File: config.mk
export PLATFORM = sky130hd
export DESIGN_NAME = script_lexer_token_stream_flat
export DESIGN_NICKNAME = d
export VERILOG_FILES = /design/src/rtl/core/slts_pkg.sv /design/src/rtl/core/slts_if.sv /design/src/rtl/core/script_lexer_token_stream.sv /design/src/rtl/core/slts_front.sv /design/src/rtl/core/slts_back.sv /design/src/flat_wrapper.sv
export VERILOG_INCLUDE_DIRS = /design/src /design/src/rtl/core
export SDC_FILE = /design/constraint.sdc
export NUM_CORES = 1
export LEC_CHECK = 0
export ABC_CLOCK_PERIOD_IN_PS = 11100
export BUFFER_PORTS_ARGS = -buffer_cell sky130_fd_sc_hd__buf_2
export CORE_MARGIN = 1.5
export CORE_UTILIZATION = 40
export DETAILED_ROUTE_END_ITERATION = 8
export PLACE_DENSITY = 0.66
export SKIP_CTS_REPAIR_TIMING = 1
export SYNTH_ARGS = -nofsm -noshare
export SYNTH_HDL_FRONTEND = slang
export SYNTH_SLANG_ARGS = --single-unit
File: constraint.sdc
create_clock -name clk_i -period 11.1 [get_ports clk_i]
set_input_delay 0.555 -clock clk_i [delete_from_list [all_inputs] [get_ports clk_i]]
set_output_delay 0.555 -clock clk_i [all_outputs]
set_load 0.1 [all_outputs]
File: src/rtl/core/script_lexer_token_stream_macros.svh
// Assertion macros for the script lexer token stream block
`ifndef SCRIPT_LEXER_TOKEN_STREAM_MACROS_SVH
`define SCRIPT_LEXER_TOKEN_STREAM_MACROS_SVH
`ifndef SYNTHESIS
`define SLTS_ASSERT(label, clk, rst_n, prop, msg) \
  label: assert property (@(posedge clk) disable iff (!rst_n) prop) else $error(msg);
`define SLTS_ASSERT_NEXT(label, clk, rst_n, pre, post, msg) \
  label: assert property (@(posedge clk) disable iff (!rst_n) pre |=> post) else $error(msg);
`else
`define SLTS_ASSERT(label, clk, rst_n, prop, msg)
`define SLTS_ASSERT_NEXT(label, clk, rst_n, pre, post, msg)
`endif
`endif

File: src/rtl/core/slts_pkg.sv
// ----------------------------------------------------------------------------
// slts_pkg
// Shared types, token kinds and keyword table of the script lexer.
// ----------------------------------------------------------------------------
package slts_pkg;

  localparam int unsigned KeywordChars = 8;
  localparam int unsigned PosMax       = 65535;

  localparam logic [5:0] K_DOT      = 6'd9;
  localparam logic [5:0] K_STRING   = 6'd31;
  localparam logic [5:0] K_NUMBER   = 6'd32;
  localparam logic [5:0] K_IDENT    = 6'd33;
  localparam logic [5:0] K_KW0      = 6'd34;
  localparam logic [5:0] K_ERR_CHAR = 6'd61;
  localparam logic [5:0] K_ERR_STR  = 6'd62;
  localparam logic [5:0] K_EOF      = 6'd63;
  localparam logic [5:0] K_STARSTAR = 6'd19;

  typedef logic [KeywordChars*8-1:0] word_t;

  typedef struct packed {
    logic [5:0]  kind;
    logic [15:0] token_start;
    logic [15:0] token_length;
    logic [15:0] line_number;
    logic        last_of_run;
  } token_t;

  // One queued entry: up to three tokens produced by a single byte.
  typedef struct packed {
    logic [1:0] count;
    token_t     t0;
    token_t     t1;
    token_t     t2;
  } bundle_t;

  function automatic logic is_alpha(input logic [7:0] c);
    return (c >= 8'h61 && c <= 8'h7a) || (c >= 8'h41 && c <= 8'h5a) || c == 8'h5f;
  endfunction

  function automatic logic is_digit(input logic [7:0] c);
    return c >= 8'h30 && c <= 8'h39;
  endfunction

  // Keyword lookup on the stored prefix; bytes beyond len are masked off.
  function automatic logic [5:0] word_kind(input word_t w, input logic [15:0] len);
    word_t      m;
    logic [5:0] k;
    m = w;
    k = K_IDENT;
    for (int i = 0; i < KeywordChars; i++) begin
      if (16'(i) >= len) m[i*8 +: 8] = 8'h00;
    end
    if (len != 16'd0 && len <= 16'(KeywordChars)) begin
      case (m)
        {40'h0, "dna"}:      k = K_KW0 + 6'd0;
        {48'h0, "sa"}:       k = K_KW0 + 6'd1;
        {24'h0, "kaerb"}:    k = K_KW0 + 6'd2;
        {32'h0, "esac"}:     k = K_KW0 + 6'd3;
        {24'h0, "hctac"}:    k = K_KW0 + 6'd4;
        {24'h0, "ssalc"}:    k = K_KW0 + 6'd5;
        "eunitnoc":          k = K_KW0 + 6'd6;
        {8'h0, "tluafed"}:   k = K_KW0 + 6'd7;
        {32'h0, "esle"}:     k = K_KW0 + 6'd8;
        {24'h0, "eslaf"}:    k = K_KW0 + 6'd9;
        {8'h0, "yllanif"}:   k = K_KW0 + 6'd10;
        {40'h0, "rof"}:      k = K_KW0 + 6'd11;
        {40'h0, "nuf"}:      k = K_KW0 + 6'd12;
        {48'h0, "fi"}:       k = K_KW0 + 6'd13;
        {40'h0, "lin"}:      k = K_KW0 + 6'd14;
        {48'h0, "ro"}:       k = K_KW0 + 6'd15;
        {24'h0, "tnirp"}:    k = K_KW0 + 6'd16;
        {16'h0, "nruter"}:   k = K_KW0 + 6'd17;
        {16'h0, "citats"}:   k = K_KW0 + 6'd18;
        {24'h0, "repus"}:    k = K_KW0 + 6'd19;
        {16'h0, "hctiws"}:   k = K_KW0 + 6'd20;
        {32'h0, "siht"}:     k = K_KW0 + 6'd21;
        {24'h0, "worht"}:    k = K_KW0 + 6'd22;
        {32'h0, "eurt"}:     k = K_KW0 + 6'd23;
        {40'h0, "yrt"}:      k = K_KW0 + 6'd24;
        {40'h0, "rav"}:      k = K_KW0 + 6'd25;
        {24'h0, "elihw"}:    k = K_KW0 + 6'd26;
        default:             k = K_IDENT;
      endcase
    end
    return k;
  endfunction

  function automatic logic [5:0] op_kind(input logic [7:0] p, input logic eq);
    logic [5:0] k;
    case (p)
      8'h2d:   k = eq ? 6'd13 : 6'd12;
      8'h2b:   k = eq ? 6'd15 : 6'd14;
      8'h2f:   k = eq ? 6'd17 : 6'd16;
      8'h2a:   k = eq ? 6'd20 : 6'd18;
      8'h25:   k = eq ? 6'd22 : 6'd21;
      8'h21:   k = eq ? 6'd24 : 6'd23;
      8'h3d:   k = eq ? 6'd26 : 6'd25;
      8'h3e:   k = eq ? 6'd28 : 6'd27;
      default: k = eq ? 6'd30 : 6'd29;
    endcase
    return k;
  endfunction

endpackage

File: src/rtl/core/slts_if.sv
// ----------------------------------------------------------------------------
// slts_byte_if / slts_token_if
// Valid/ready channels for source bytes and tokens.
// ----------------------------------------------------------------------------
interface slts_byte_if;
  logic       valid;
  logic       ready;
  logic [7:0] ch;
  modport source (output valid, output ch, input ready);
  modport sink (input valid, input ch, output ready);
endinterface

interface slts_token_if;
  logic        valid;
  logic        ready;
  logic [5:0]  kind;
  logic [15:0] token_start;
  logic [15:0] token_length;
  logic [15:0] line_number;
  logic        last_of_run;
  modport source (output valid, output kind, output token_start, output token_length,
                  output line_number, output last_of_run, input ready);
  modport sink (input valid, input kind, input token_start, input token_length,
                input line_number, input last_of_run, output ready);
endinterface

File: src/rtl/core/script_lexer_token_stream.sv
// ----------------------------------------------------------------------------
// script_lexer_token_stream
// Streaming lexer: source bytes in, tokens out.
// ----------------------------------------------------------------------------
// Channel  Dir  Payload
// in_if    in   ch (8)
// out_if   out  kind (6), token_start, token_length, line_number (16), last_of_run
//
// One byte is taken per cycle while the two-entry token queue has room.
// A byte's token bundle is registered in the queue before it appears on out_if.
// A byte yields up to three tokens; the back end drains one token a cycle,
// so input stalls once both entries are held, while a multi-token byte
// drains or while the receiver holds off.
// Reset is asynchronous, active low; no clearing pass is needed.
// After byte 0 every byte is taken and yields nothing until reset.
// ----------------------------------------------------------------------------
`include "script_lexer_token_stream_macros.svh"
module script_lexer_token_stream import slts_pkg::*; (
  input logic         clk_i,
  input logic         rst_ni,
  slts_byte_if.sink   in_if,
  slts_token_if.source out_if
);

  logic    q_ready, q_push;
  bundle_t q_data;
  token_t  tok;

  slts_front u_front (
    .clk_i, .rst_ni,
    .in_valid_i (in_if.valid),
    .in_ch_i    (in_if.ch),
    .in_ready_o (in_if.ready),
    .q_ready_i  (q_ready),
    .q_push_o   (q_push),
    .q_data_o   (q_data)
  );

  slts_back u_back (
    .clk_i, .rst_ni,
    .push_i      (q_push),
    .data_i      (q_data),
    .ready_o     (q_ready),
    .out_valid_o (out_if.valid),
    .out_tok_o   (tok),
    .out_ready_i (out_if.ready)
  );

  assign out_if.kind = tok.kind;
  assign out_if.token_start = tok.token_start;
  assign out_if.token_length = tok.token_length;
  assign out_if.line_number = tok.line_number;
  assign out_if.last_of_run = tok.last_of_run;

  `SLTS_ASSERT(a_push_room, clk_i, rst_ni, (q_push |-> q_ready), "push into full queue")
  `SLTS_ASSERT(a_line_nz, clk_i, rst_ni, (out_if.valid |-> out_if.line_number != 16'd0), "line zero")
  `SLTS_ASSERT_NEXT(a_eof_end, clk_i, rst_ni, (q_push && q_data.t0.kind == K_EOF), (!q_push), "token after eof")

endmodule

File: src/rtl/core/slts_front.sv
// ----------------------------------------------------------------------------
// slts_front
// Scanner state machine: classifies each byte and builds a token bundle.
// ----------------------------------------------------------------------------
module slts_front import slts_pkg::*; (
  input  logic       clk_i,
  input  logic       rst_ni,
  input  logic       in_valid_i,
  input  logic [7:0] in_ch_i,
  output logic       in_ready_o,
  input  logic       q_ready_i,
  output logic       q_push_o,
  output bundle_t    q_data_o
);

  localparam logic [2:0] M_IDLE = 3'd0;
  localparam logic [2:0] M_WORD = 3'd1;
  localparam logic [2:0] M_INT  = 3'd2;
  localparam logic [2:0] M_DOT  = 3'd3;
  localparam logic [2:0] M_FRAC = 3'd4;
  localparam logic [2:0] M_STR  = 3'd5;
  localparam logic [2:0] M_CMT  = 3'd6;
  localparam logic [2:0] M_OP   = 3'd7;

  logic [2:0]  mode_q, mode_d;
  logic [7:0]  pend_q, pend_d;
  word_t       word_q, word_d;
  logic [15:0] pos_q, org_q, org_d, line_q, line_d;
  logic        ended_q, ended_d;

  logic        fire;
  logic [15:0] len;
  logic [5:0]  kinds [3];
  logic [15:0] starts [3];
  logic [15:0] lens [3];
  logic [1:0]  cnt;
  logic        do_begin;
  logic [15:0] dot;

  assign in_ready_o = q_ready_i;
  assign fire = in_valid_i && in_ready_o;
  assign len  = (pos_q >= org_q) ? pos_q - org_q : 16'd0;
  assign dot  = (pos_q > org_q) ? pos_q - 16'd1 : org_q;

  always_comb begin
    mode_d = mode_q;
    pend_d = pend_q;
    word_d = word_q;
    org_d = org_q;
    line_d = line_q;
    ended_d = ended_q;
    cnt = 2'd0;
    do_begin = 1'b0;
    for (int i = 0; i < 3; i++) begin
      kinds[i] = '0;
      starts[i] = '0;
      lens[i] = '0;
    end
    case (mode_q)
      M_WORD: begin
        if (is_alpha(in_ch_i) || is_digit(in_ch_i)) begin
          if (len < 16'(KeywordChars)) word_d[len[2:0]*8 +: 8] = in_ch_i;
        end else begin
          kinds[0] = word_kind(word_q, len); starts[0] = org_q; lens[0] = len;
          cnt = 2'd1; do_begin = 1'b1;
        end
      end
      M_INT: begin
        if (in_ch_i == 8'h2e) begin
          mode_d = M_DOT;
        end else if (!is_digit(in_ch_i)) begin
          kinds[0] = K_NUMBER; starts[0] = org_q; lens[0] = len;
          cnt = 2'd1; do_begin = 1'b1;
        end
      end
      M_DOT: begin
        if (is_digit(in_ch_i)) begin
          mode_d = M_FRAC;
        end else begin
          kinds[0] = K_NUMBER; starts[0] = org_q; lens[0] = dot - org_q;
          kinds[1] = K_DOT; starts[1] = dot; lens[1] = 16'd1;
          cnt = 2'd2; do_begin = 1'b1;
        end
      end
      M_FRAC: begin
        if (!is_digit(in_ch_i)) begin
          kinds[0] = K_NUMBER; starts[0] = org_q; lens[0] = len;
          cnt = 2'd1; do_begin = 1'b1;
        end
      end
      M_STR: begin
        if (in_ch_i == 8'h22) begin
          kinds[0] = K_STRING; starts[0] = org_q;
          lens[0] = (len == 16'hffff) ? len : len + 16'd1;
          cnt = 2'd1; mode_d = M_IDLE;
        end else if (in_ch_i == 8'h00) begin
          kinds[0] = K_ERR_STR; starts[0] = org_q;
          cnt = 2'd1; do_begin = 1'b1;
        end else if (in_ch_i == 8'h0a && line_q != 16'hffff) begin
          line_d = line_q + 16'd1;
        end
      end
      M_CMT: begin
        if (in_ch_i == 8'h0a) begin
          if (line_q != 16'hffff) line_d = line_q + 16'd1;
          mode_d = M_IDLE;
        end else if (in_ch_i == 8'h00) begin
          do_begin = 1'b1;
        end
      end
      M_OP: begin
        if (pend_q == 8'h2f && in_ch_i == 8'h2f) begin
          mode_d = M_CMT;
        end else if (pend_q == 8'h2a && in_ch_i == 8'h2a) begin
          kinds[0] = K_STARSTAR; starts[0] = org_q;
          lens[0] = (len == 16'hffff) ? len : len + 16'd1;
          cnt = 2'd1; mode_d = M_IDLE;
        end else if (in_ch_i == 8'h3d) begin
          kinds[0] = op_kind(pend_q, 1'b1); starts[0] = org_q;
          lens[0] = (len == 16'hffff) ? len : len + 16'd1;
          cnt = 2'd1; mode_d = M_IDLE;
        end else begin
          kinds[0] = op_kind(pend_q, 1'b0); starts[0] = org_q; lens[0] = 16'd1;
          cnt = 2'd1; do_begin = 1'b1;
        end
      end
      default: do_begin = 1'b1;
    endcase

    // start of a new token from the current byte
    if (do_begin) begin
      mode_d = M_IDLE;
      kinds[cnt] = '0; starts[cnt] = pos_q; lens[cnt] = 16'd1;
      case (in_ch_i)
        8'h00: begin
          kinds[cnt] = K_EOF; lens[cnt] = 16'd0; ended_d = 1'b1; cnt = cnt + 2'd1;
        end
        8'h20, 8'h0d, 8'h09: ;
        8'h0a: if (line_d != 16'hffff) line_d = line_d + 16'd1;
        8'h28: begin kinds[cnt] = 6'd0;  cnt = cnt + 2'd1; end
        8'h29: begin kinds[cnt] = 6'd1;  cnt = cnt + 2'd1; end
        8'h7b: begin kinds[cnt] = 6'd2;  cnt = cnt + 2'd1; end
        8'h7d: begin kinds[cnt] = 6'd3;  cnt = cnt + 2'd1; end
        8'h5b: begin kinds[cnt] = 6'd4;  cnt = cnt + 2'd1; end
        8'h5d: begin kinds[cnt] = 6'd5;  cnt = cnt + 2'd1; end
        8'h3b: begin kinds[cnt] = 6'd6;  cnt = cnt + 2'd1; end
        8'h2c: begin kinds[cnt] = 6'd7;  cnt = cnt + 2'd1; end
        8'h3a: begin kinds[cnt] = 6'd8;  cnt = cnt + 2'd1; end
        8'h2e: begin kinds[cnt] = K_DOT; cnt = cnt + 2'd1; end
        8'h3f: begin kinds[cnt] = 6'd10; cnt = cnt + 2'd1; end
        8'h7c: begin kinds[cnt] = 6'd11; cnt = cnt + 2'd1; end
        8'h2d, 8'h2b, 8'h2f, 8'h2a, 8'h25, 8'h21, 8'h3d, 8'h3e, 8'h3c: begin
          mode_d = M_OP; pend_d = in_ch_i; org_d = pos_q;
        end
        8'h22: begin mode_d = M_STR; org_d = pos_q; end
        default: begin
          if (is_alpha(in_ch_i)) begin
            mode_d = M_WORD; org_d = pos_q; word_d[7:0] = in_ch_i;
          end else if (is_digit(in_ch_i)) begin
            mode_d = M_INT; org_d = pos_q;
          end else begin
            kinds[cnt] = K_ERR_CHAR; lens[cnt] = 16'd0; cnt = cnt + 2'd1;
          end
        end
      endcase
    end
  end

  // Tokens carry the line count before this byte: a newline never emits a
  // token itself, it only closes the tokens that come before it outside a string.
  always_comb begin
    q_push_o = fire && !ended_q && cnt != 2'd0;
    q_data_o.count = cnt;
    q_data_o.t0 = '{kinds[0], starts[0], lens[0], line_q, cnt == 2'd1};
    q_data_o.t1 = '{kinds[1], starts[1], lens[1], line_q, cnt == 2'd2};
    q_data_o.t2 = '{kinds[2], starts[2], lens[2], line_q, 1'b1};
  end

  always_ff @(posedge clk_i or negedge rst_ni) begin
    if (!rst_ni) begin
      mode_q <= M_IDLE;
      pend_q <= '0;
      pos_q <= '0;
      org_q <= '0;
      line_q <= 16'd1;
      ended_q <= 1'b0;
    end else if (fire && !ended_q) begin
      mode_q <= mode_d;
      pend_q <= pend_d;
      org_q <= org_d;
      line_q <= line_d;
      ended_q <= ended_d;
      if (pos_q != 16'(PosMax)) pos_q <= pos_q + 16'd1;
    end
  end

  always_ff @(posedge clk_i) begin
    if (fire && !ended_q) word_q <= word_d;
  end

endmodule

File: src/rtl/core/slts_back.sv
// ----------------------------------------------------------------------------
// slts_back
// Two-entry bundle queue; serializer hands out one token per cycle when ready.
// ----------------------------------------------------------------------------
module slts_back import slts_pkg::*; (
  input  logic    clk_i,
  input  logic    rst_ni,
  input  logic    push_i,
  input  bundle_t data_i,
  output logic    ready_o,
  output logic    out_valid_o,
  output token_t  out_tok_o,
  input  logic    out_ready_i
);

  bundle_t    mem_q [2];
  logic       wptr_q, rptr_q;
  logic [1:0] fill_q;
  logic [1:0] idx_q;
  logic       pop, last;
  bundle_t    head;

  assign head = mem_q[rptr_q];
  assign out_valid_o = fill_q != 2'd0;
  always_comb begin
    case (idx_q)
      2'd0:    out_tok_o = head.t0;
      2'd1:    out_tok_o = head.t1;
      default: out_tok_o = head.t2;
    endcase
  end
  assign last = (idx_q + 2'd1) == head.count;
  assign pop = out_valid_o && out_ready_i && last;
  assign ready_o = fill_q != 2'd2;

  always_ff @(posedge clk_i) begin
    if (push_i) mem_q[wptr_q] <= data_i;
  end

  always_ff @(posedge clk_i or negedge rst_ni) begin
    if (!rst_ni) begin
      wptr_q <= 1'b0;
      rptr_q <= 1'b0;
      fill_q <= '0;
      idx_q <= '0;
    end else begin
      if (push_i) wptr_q <= ~wptr_q;
      if (out_valid_o && out_ready_i) begin
        // advance within the bundle, drop it after its last token
        if (last) begin
          idx_q <= '0;
          rptr_q <= ~rptr_q;
        end else begin
          idx_q <= idx_q + 2'd1;
        end
      end
      fill_q <= fill_q + 2'(push_i) - 2'(pop);
    end
  end

endmodule
File: src/flat_wrapper.sv
// flat-port wrapper written by rule: the top's interface ports become plain ports
module script_lexer_token_stream_flat import slts_pkg::*;
  (clk_i, rst_ni, in_if_valid, in_if_ch, in_if_ready, out_if_valid, out_if_kind, out_if_token_start, out_if_token_length, out_if_line_number, out_if_last_of_run, out_if_ready);
  slts_byte_if in_if_i ();
  slts_token_if out_if_i ();
  input logic clk_i;
  input logic rst_ni;
  input wire logic [$bits(in_if_i.valid)-1:0] in_if_valid;
  input wire logic [$bits(in_if_i.ch)-1:0] in_if_ch;
  output wire logic [$bits(in_if_i.ready)-1:0] in_if_ready;
  output wire logic [$bits(out_if_i.valid)-1:0] out_if_valid;
  output wire logic [$bits(out_if_i.kind)-1:0] out_if_kind;
  output wire logic [$bits(out_if_i.token_start)-1:0] out_if_token_start;
  output wire logic [$bits(out_if_i.token_length)-1:0] out_if_token_length;
  output wire logic [$bits(out_if_i.line_number)-1:0] out_if_line_number;
  output wire logic [$bits(out_if_i.last_of_run)-1:0] out_if_last_of_run;
  input wire logic [$bits(out_if_i.ready)-1:0] out_if_ready;
  assign in_if_i.valid = in_if_valid;
  assign in_if_i.ch = in_if_ch;
  assign in_if_ready = in_if_i.ready;
  assign out_if_valid = out_if_i.valid;
  assign out_if_kind = out_if_i.kind;
  assign out_if_token_start = out_if_i.token_start;
  assign out_if_token_length = out_if_i.token_length;
  assign out_if_line_number = out_if_i.line_number;
  assign out_if_last_of_run = out_if_i.last_of_run;
  assign out_if_i.ready = out_if_ready;
  script_lexer_token_stream u_core (.clk_i(clk_i), .rst_ni(rst_ni), .in_if(in_if_i), .out_if(out_if_i));
endmodule
==> results of run 1 <==
how the worst max path moves through the flow:
stage | from | slack, ns | cells after the start | endpoint
CTS | u_core.u_front.pos_q[0] | 4.32 | 21 | u_core.u_back.mem_q[1][158]
detailed placement | u_core.u_front.pos_q[0] | 4.33 | 21 | u_core.u_back.mem_q[1][158]
global route | u_core.u_front.pos_q[0] | 3.74 | 21 | u_core.u_back.mem_q[1][158]
global placement | u_core.u_front.pos_q[0] | 4.52 | 21 | u_core.u_back.mem_q[0][158]
floorplan | in_if_ch[4] | 2.76 | 12 | u_core.u_back.mem_q[0][100]
finish | u_core.u_front.pos_q[0] | 4.24 | 21 | u_core.u_back.mem_q[1][162]
critical path: stages (launching register included):
cell	delay, ns
dfrtp_1	0.43
inv_1	0.17
ha_1	0.28
fa_1	0.49
and2b_1	0.28
o211a_1	0.21
o32a_4	0.21
or3b_1	0.40
nand3b_1	0.11
buf_4	0.29
nand2b_1	0.51
inv_1	0.42
ha_1	0.30
nor2b_1	0.34
nand3_1	0.26
nand2_1	0.14
o221ai_1	0.34
nand2_1	0.25
nor4_1	0.08
a2111oi_1	0.68
a31o_1	0.27
a22oi_2	0.09
cell families after synthesis:
kind of cell,Yosys count,synth area share
AND/OR/NAND/NOR,881,0.2264
AO/OA/AOI/OAI,463,0.1620
flip-flops,334,0.4740
buffers and inverters,190,0.03717
XOR/XNOR,81,0.03467
multiplexers,67,0.03564
adder cells (fa/ha/maj),48,0.03008
stage by stage:
step / hold WS, ns / util / instances
finish: 0.3533 / 0.4491 / 2767
global route: 0.3557 / 0.4491 / 2767
CTS: -0.2038 / 0.4489 / 2766
detailed placement: 0.3705 / 0.4248 / 2703
global placement: 0.3678 / 0.4248 / 2703
floorplan: 0.2594 / - / 2064
routing by layer:
| metal | global-route usage | vias up | share of wire |
|---|---|---|---|
| met1 | 0.3371 | 8457 | 0.44 |
| met4 | 0.07401 | 0 | 0.028 |
| li1 | - | 7826 | - |
| met5 | 0 | - | 0 |
| met3 | 0.03137 | 116 | 0.067 |
| met2 | 0.3949 | 713 | 0.47 |
cell type report:
cell class | instances | area (sq um) | share of cell area
sequential | 334 | 9704 | 0.4298
multi-input combinational | 1540 | 10030 | 0.4443
clock inverter | 21 | 267.8 | 0.01186
clock buffer | 42 | 944.7 | 0.04184
inverter | 61 | 229.0 | 0.01014
tap | 672 | 840.8 | 0.03724
timing repair buffer | 97 | 560.5 | 0.02483
flip-flops by register name, indices dropped and copies added, names as in the netlist:
| signal | cells |
|---|---|
| u_core.u_front.ended_q | 1 |
| u_core.u_back.mem_q | 204 |
| u_core.u_front.pend_q | 8 |
| u_core.u_front.pos_q | 16 |
| u_core.u_front.line_q | 16 |
| u_core.u_front.org_q | 16 |
| u_core.u_back.fill_q | 2 |
| u_core.u_back.idx_q | 2 |
| u_core.u_front.mode_q | 3 |
| u_core.u_front.word_q | 64 |
| u_core.u_back.wptr_q | 1 |
| u_core.u_back.rptr_q | 1 |
Yosys cell counts (all sizes together) (15+ instances only):
master / number / share of area
nand3: 61 / 0.015
ha: 46 / 0.028
nor2b: 44 / 0.013
inv: 60 / 0.011
xnor2: 48 / 0.021
mux2: 47 / 0.026
nand2b: 25 / 0.0076
and3: 43 / 0.013
nor2: 164 / 0.030
nor4: 37 / 0.011
clkbuf: 104 / 0.019
o21ai: 76 / 0.019
nand2: 197 / 0.036
a22o: 54 / 0.023
xor2: 33 / 0.014
mux2i: 20 / 0.0098
a21oi: 82 / 0.020
a22oi: 28 / 0.011
or4: 20 / 0.0079
a211oi: 33 / 0.012
nand4: 50 / 0.015
and2: 63 / 0.019
or2: 15 / 0.0046
buf: 25 / 0.0069
a21o: 20 / 0.0074
nand3b: 16 / 0.0059
nor3: 82 / 0.020
a31oi: 41 / 0.013
edfxtp: 268 / 0.39
dfrtp: 65 / 0.079
==> results.cfg, run 1 <==
[status]
status = complete, no violations

[timing]
rsz0062_at_grt = false
hold_viol_final = 0
tns_ns = 0
min_period_ns = 6.857
finalCritPeriodShare = 0.6177
max_slew_margin = 0.1796
worst_slew_pin_slew_ns = 1.200
fmax_mhz = 145.8
worst_slack_ns = 4.243
skew_ns = 0.01165
setup_viol = 0
slew_violations = 0

[detailed_routing]
first_pass_iters = 7
vias_per_cell = 6.184
drt_wl_total_mm = 64.58
drtIter0Drc = 1894
wire_per_inst_microns = 23.34
post-route-drc-count = 0
ant_nets = 0
vias = 17112

[yosys]
netlist_area_sq_um = 20460
synth_cell_types = 102
synth_enable_flop_cells = 268
ys.flop_type = edfxtp_1
ys_ff_latch = 334
synth_warnings = 0
syn_area_per_cell_sq_um = 9.915
syn_nets = 2124
synth-async-reset-ratio = 0.1976
ys_seq_area_frac = 0.4740
syn-instance-count = 2064

[setup_path]
required_ns = 11.38
reg2reg_depth = 21
regToRegStartpoint = u_core.u_front.pos_q[0]
rrSetupSlack_ns = 4.24
worstPathMaxFanout = 21
crit_path_start_kind = flip-flop
rr_endpoint = u_core.u_back.mem_q[1][162]
cp.arrival_ns = 7.13
critical_path_class = reg -> reg
cp-end-kind = flip-flop

[floorplan]
die_height_microns = 229.2
fp.dieW_microns = 229.2
row_count = 82
initial_utilization = 0.4071
core_area_sq_um = 50270
ioPinCount = 69
floorplan.die_area_sq_um = 52530

[clock_tree]
root_buffer = clkbuf_16
numCtsBuffers = 36
clk_pin_slew_ns = 0.06
clk_latency_ns = 0.54
tritoncts = done
clock_sinks = 334
h-tree-depth = 2
clock_path_buffers = 3

[placed_design]
hpwl_mm = 47.43
gp_congestion = 0.9974
portBuffers = 68
post_dp_cell_area_sq_um = 21360
post-place-ws_ns = 4.326

[layout]
fin_nets = 2130
fillers = 4739
area_delta_synth_final_pct = 10.33
drive_gt1_frac = 0.1169
layout_commonest_cell = edfxtp_1
antenna_cells = 0
final_area_sq_um = 22580
mostFrequentLayoutCells = edfxtp_1 (268), nand2_1 (196), nor2_1 (163)

[worst_hold_path]
hp-class = in -> async

[global_routing]
first_global_vias = 16265
grt_max_degree = 66
antenna_found_initial = 0
gr-total-overflow = 0
grt_pass1_wl_mm = 98.67
track_usage = 0.2427

[run]
maxCapViolations = 0
Power of run 1 is not shown: default switching activity piles up to over one toggle a cycle in this logic, so the estimate is an artifact.
==> run 2: changes to the inputs <==
--- a/config.mk
+++ b/config.mk
@@ -6,12 +6,12 @@
 export SDC_FILE = /design/constraint.sdc
 export NUM_CORES = 1
 export LEC_CHECK = 0
-export ABC_CLOCK_PERIOD_IN_PS = 11100
+export ABC_CLOCK_PERIOD_IN_PS = 6100
 export BUFFER_PORTS_ARGS = -buffer_cell sky130_fd_sc_hd__buf_2
 export CORE_MARGIN = 1.5
 export CORE_UTILIZATION = 40
 export DETAILED_ROUTE_END_ITERATION = 8
-export PLACE_DENSITY = 0.66
+export PLACE_DENSITY = 0.69
 export SKIP_CTS_REPAIR_TIMING = 1
 export SYNTH_ARGS = -nofsm -noshare
 export SYNTH_HDL_FRONTEND = slang
==> constraint.sdc (replaced) <==
create_clock -name clk_i -period 6.1 [get_ports clk_i]
set_input_delay 0.305 -clock clk_i [delete_from_list [all_inputs] [get_ports clk_i]]
set_output_delay 0.305 -clock clk_i [all_outputs]
set_load 0.1 [all_outputs]
==> results.cfg, run 2 (synthesis results as in run 1) <==
[status]
status = finished with violations
violations = hold timing

[timing]
worst_hold_slack_ns = -0.05643
min_period_ns = 5.680
fmax_mhz = 176.1
slew_violations = 0
finalCritPeriodShare = 0.9311
skew_ns = 0.01856
worst_slew_pin_slew_ns = 1.002
setup_viol = 0
max_slew_margin = 0.3294
tns_ns = 0
hold_viol_final = 33
rsz0062_at_grt = false

[layout]
area_delta_synth_final_pct = 11.70
top_regs = u_core.u_back.mem_q x204, u_core.u_front.word_q x64
drive_gt1_frac = 0.1311
fin_nets = 2159
mostFrequentLayoutCells = edfxtp_1 (268), nand2_1 (196), nor2_1 (163)
largest_register_ffs = 204
fillers = 4765
top_register = u_core.u_back.mem_q
layout_commonest_cell = edfxtp_1

[detailed_routing]
vias_per_cell = 6.126
drt_wl_total_mm = 63.83
drtIter0Drc = 1854
first_pass_iters = 6
wire_per_inst_microns = 22.79
vias = 17160
ant_nets = 0
post-route-drc-count = 0

[global_routing]
track_usage = 0.2397
grt_pass1_wl_mm = 98.25
antenna_found_initial = 1
first_global_vias = 16493
grt_max_degree = 103
gr-total-overflow = 0

[clock_tree]
clock_path_buffers = 3
numCtsBuffers = 37
root_buffer = clkbuf_16
h-tree-depth = 2
clk_latency_ns = 0.56
tritoncts = done
clk_pin_slew_ns = 0.06
clock_sinks = 334

[setup_path]
cp-end-kind = flip-flop
worstPathMaxFanout = 7
critical_path_class = reg -> reg
crit_path_start_kind = flip-flop
required_ns = 6.39
cp.arrival_ns = 5.97

[floorplan]
initial_utilization = 0.4071
fp.dieW_microns = 229.2
floorplan.die_area_sq_um = 52530
die_height_microns = 229.2
core_area_sq_um = 50270
row_count = 82
ioPinCount = 69

[placed_design]
hpwl_mm = 46.92
portBuffers = 68
gp_congestion = 1.009

[worst_hold_path]
hp-class = in -> async

[run]
maxCapViolations = 0
[run 2: cell count changes in the layout (fill, tap and decap cells not counted), moves of 3 or more]
cell	before	now
buf_4	28	54
o21ai_0	69	66
inv_6	3	0
o21ai_1	4	7
[run 2: through the flow]
step	instances	util	setup slack [ns]	hold slack, ns	cell area (sq um)
after floorplan	2064	-	0.06815	0.009409	20470
after CTS	2800	0.4542	0.3242	-0.01650	22830
final	2801	0.4547	0.4205	-0.05643	22860
after detailed placement	2732	0.4295	0.3777	0.4807	21590
after global routing	2800	0.4546	0.001761	0.02257	22860
after global placement	2732	0.4295	0.5688	0.4617	21590
[run 2: area by class of cell]
cell class | count | area, sq um | area share
well taps | 672 | 840.8 | 0.03678
multi-input cells | 1540 | 10040 | 0.4393
clock buffers | 46 | 991.0 | 0.04335
inverters | 61 | 229.0 | 0.01002
clock inverters | 22 | 247.7 | 0.01084
flip-flops and latches | 334 | 9704 | 0.4245
repair buffers | 125 | 800.8 | 0.03503
diodes | 1 | 2.502 | 0.0001095
[run 2: final timing paths]
kind | to | start | slack [ns] | cells past startpoint
setup / recovery | u_core.u_back.mem_q[1][159] | u_core.u_front.pos_q[0] | 0.42 | 21
hold / removal | u_core.u_front.pend_q[1] | rst_ni | -0.06 | 2
setup reg to reg | u_core.u_back.mem_q[1][159] | u_core.u_front.pos_q[0] | 0.42 | 21
hold reg to reg | u_core.u_back.idx_q[1] | u_core.u_back.idx_q[1] | 0.49 | 2
max in group asynchronous | u_core.u_back.rptr_q | rst_ni | 5.42 | 2
min in group clk_i | u_core.u_back.idx_q[1] | out_if_ready | 0.10 | 4
[run 2: worst max-delay path, stage by stage (launching register included)]
cell	delay [ns]
dfrtp_1	0.41
inv_1	0.08
ha_1	0.24
fa_1	0.50
and2b_1	0.29
o211a_1	0.20
o32a_4	0.21
or3b_1	0.45
and3b_1	0.23
nor2_1	0.25
inv_1	0.08
ha_1	0.31
nor2_1	0.14
nor2_1	0.05
o2111ai_1	0.16
o211ai_2	0.23
nor2_1	0.15
nand2_1	0.15
or4_4	0.59
o211ai_2	0.13
nor4_1	0.08
a222oi_1	0.48
[run 2: routing by layer]
layer | wire, microns | vias up | global-route usage
met5 | 0 | - | 0
met4 | 2335 | 0 | 0.08902
met3 | 5030 | 147 | 0.04681
met2 | 28560 | 785 | 0.3719
met1 | 27910 | 8323 | 0.3318
li1 | - | 7905 | -
Power of run 2 is left out for the same reason.
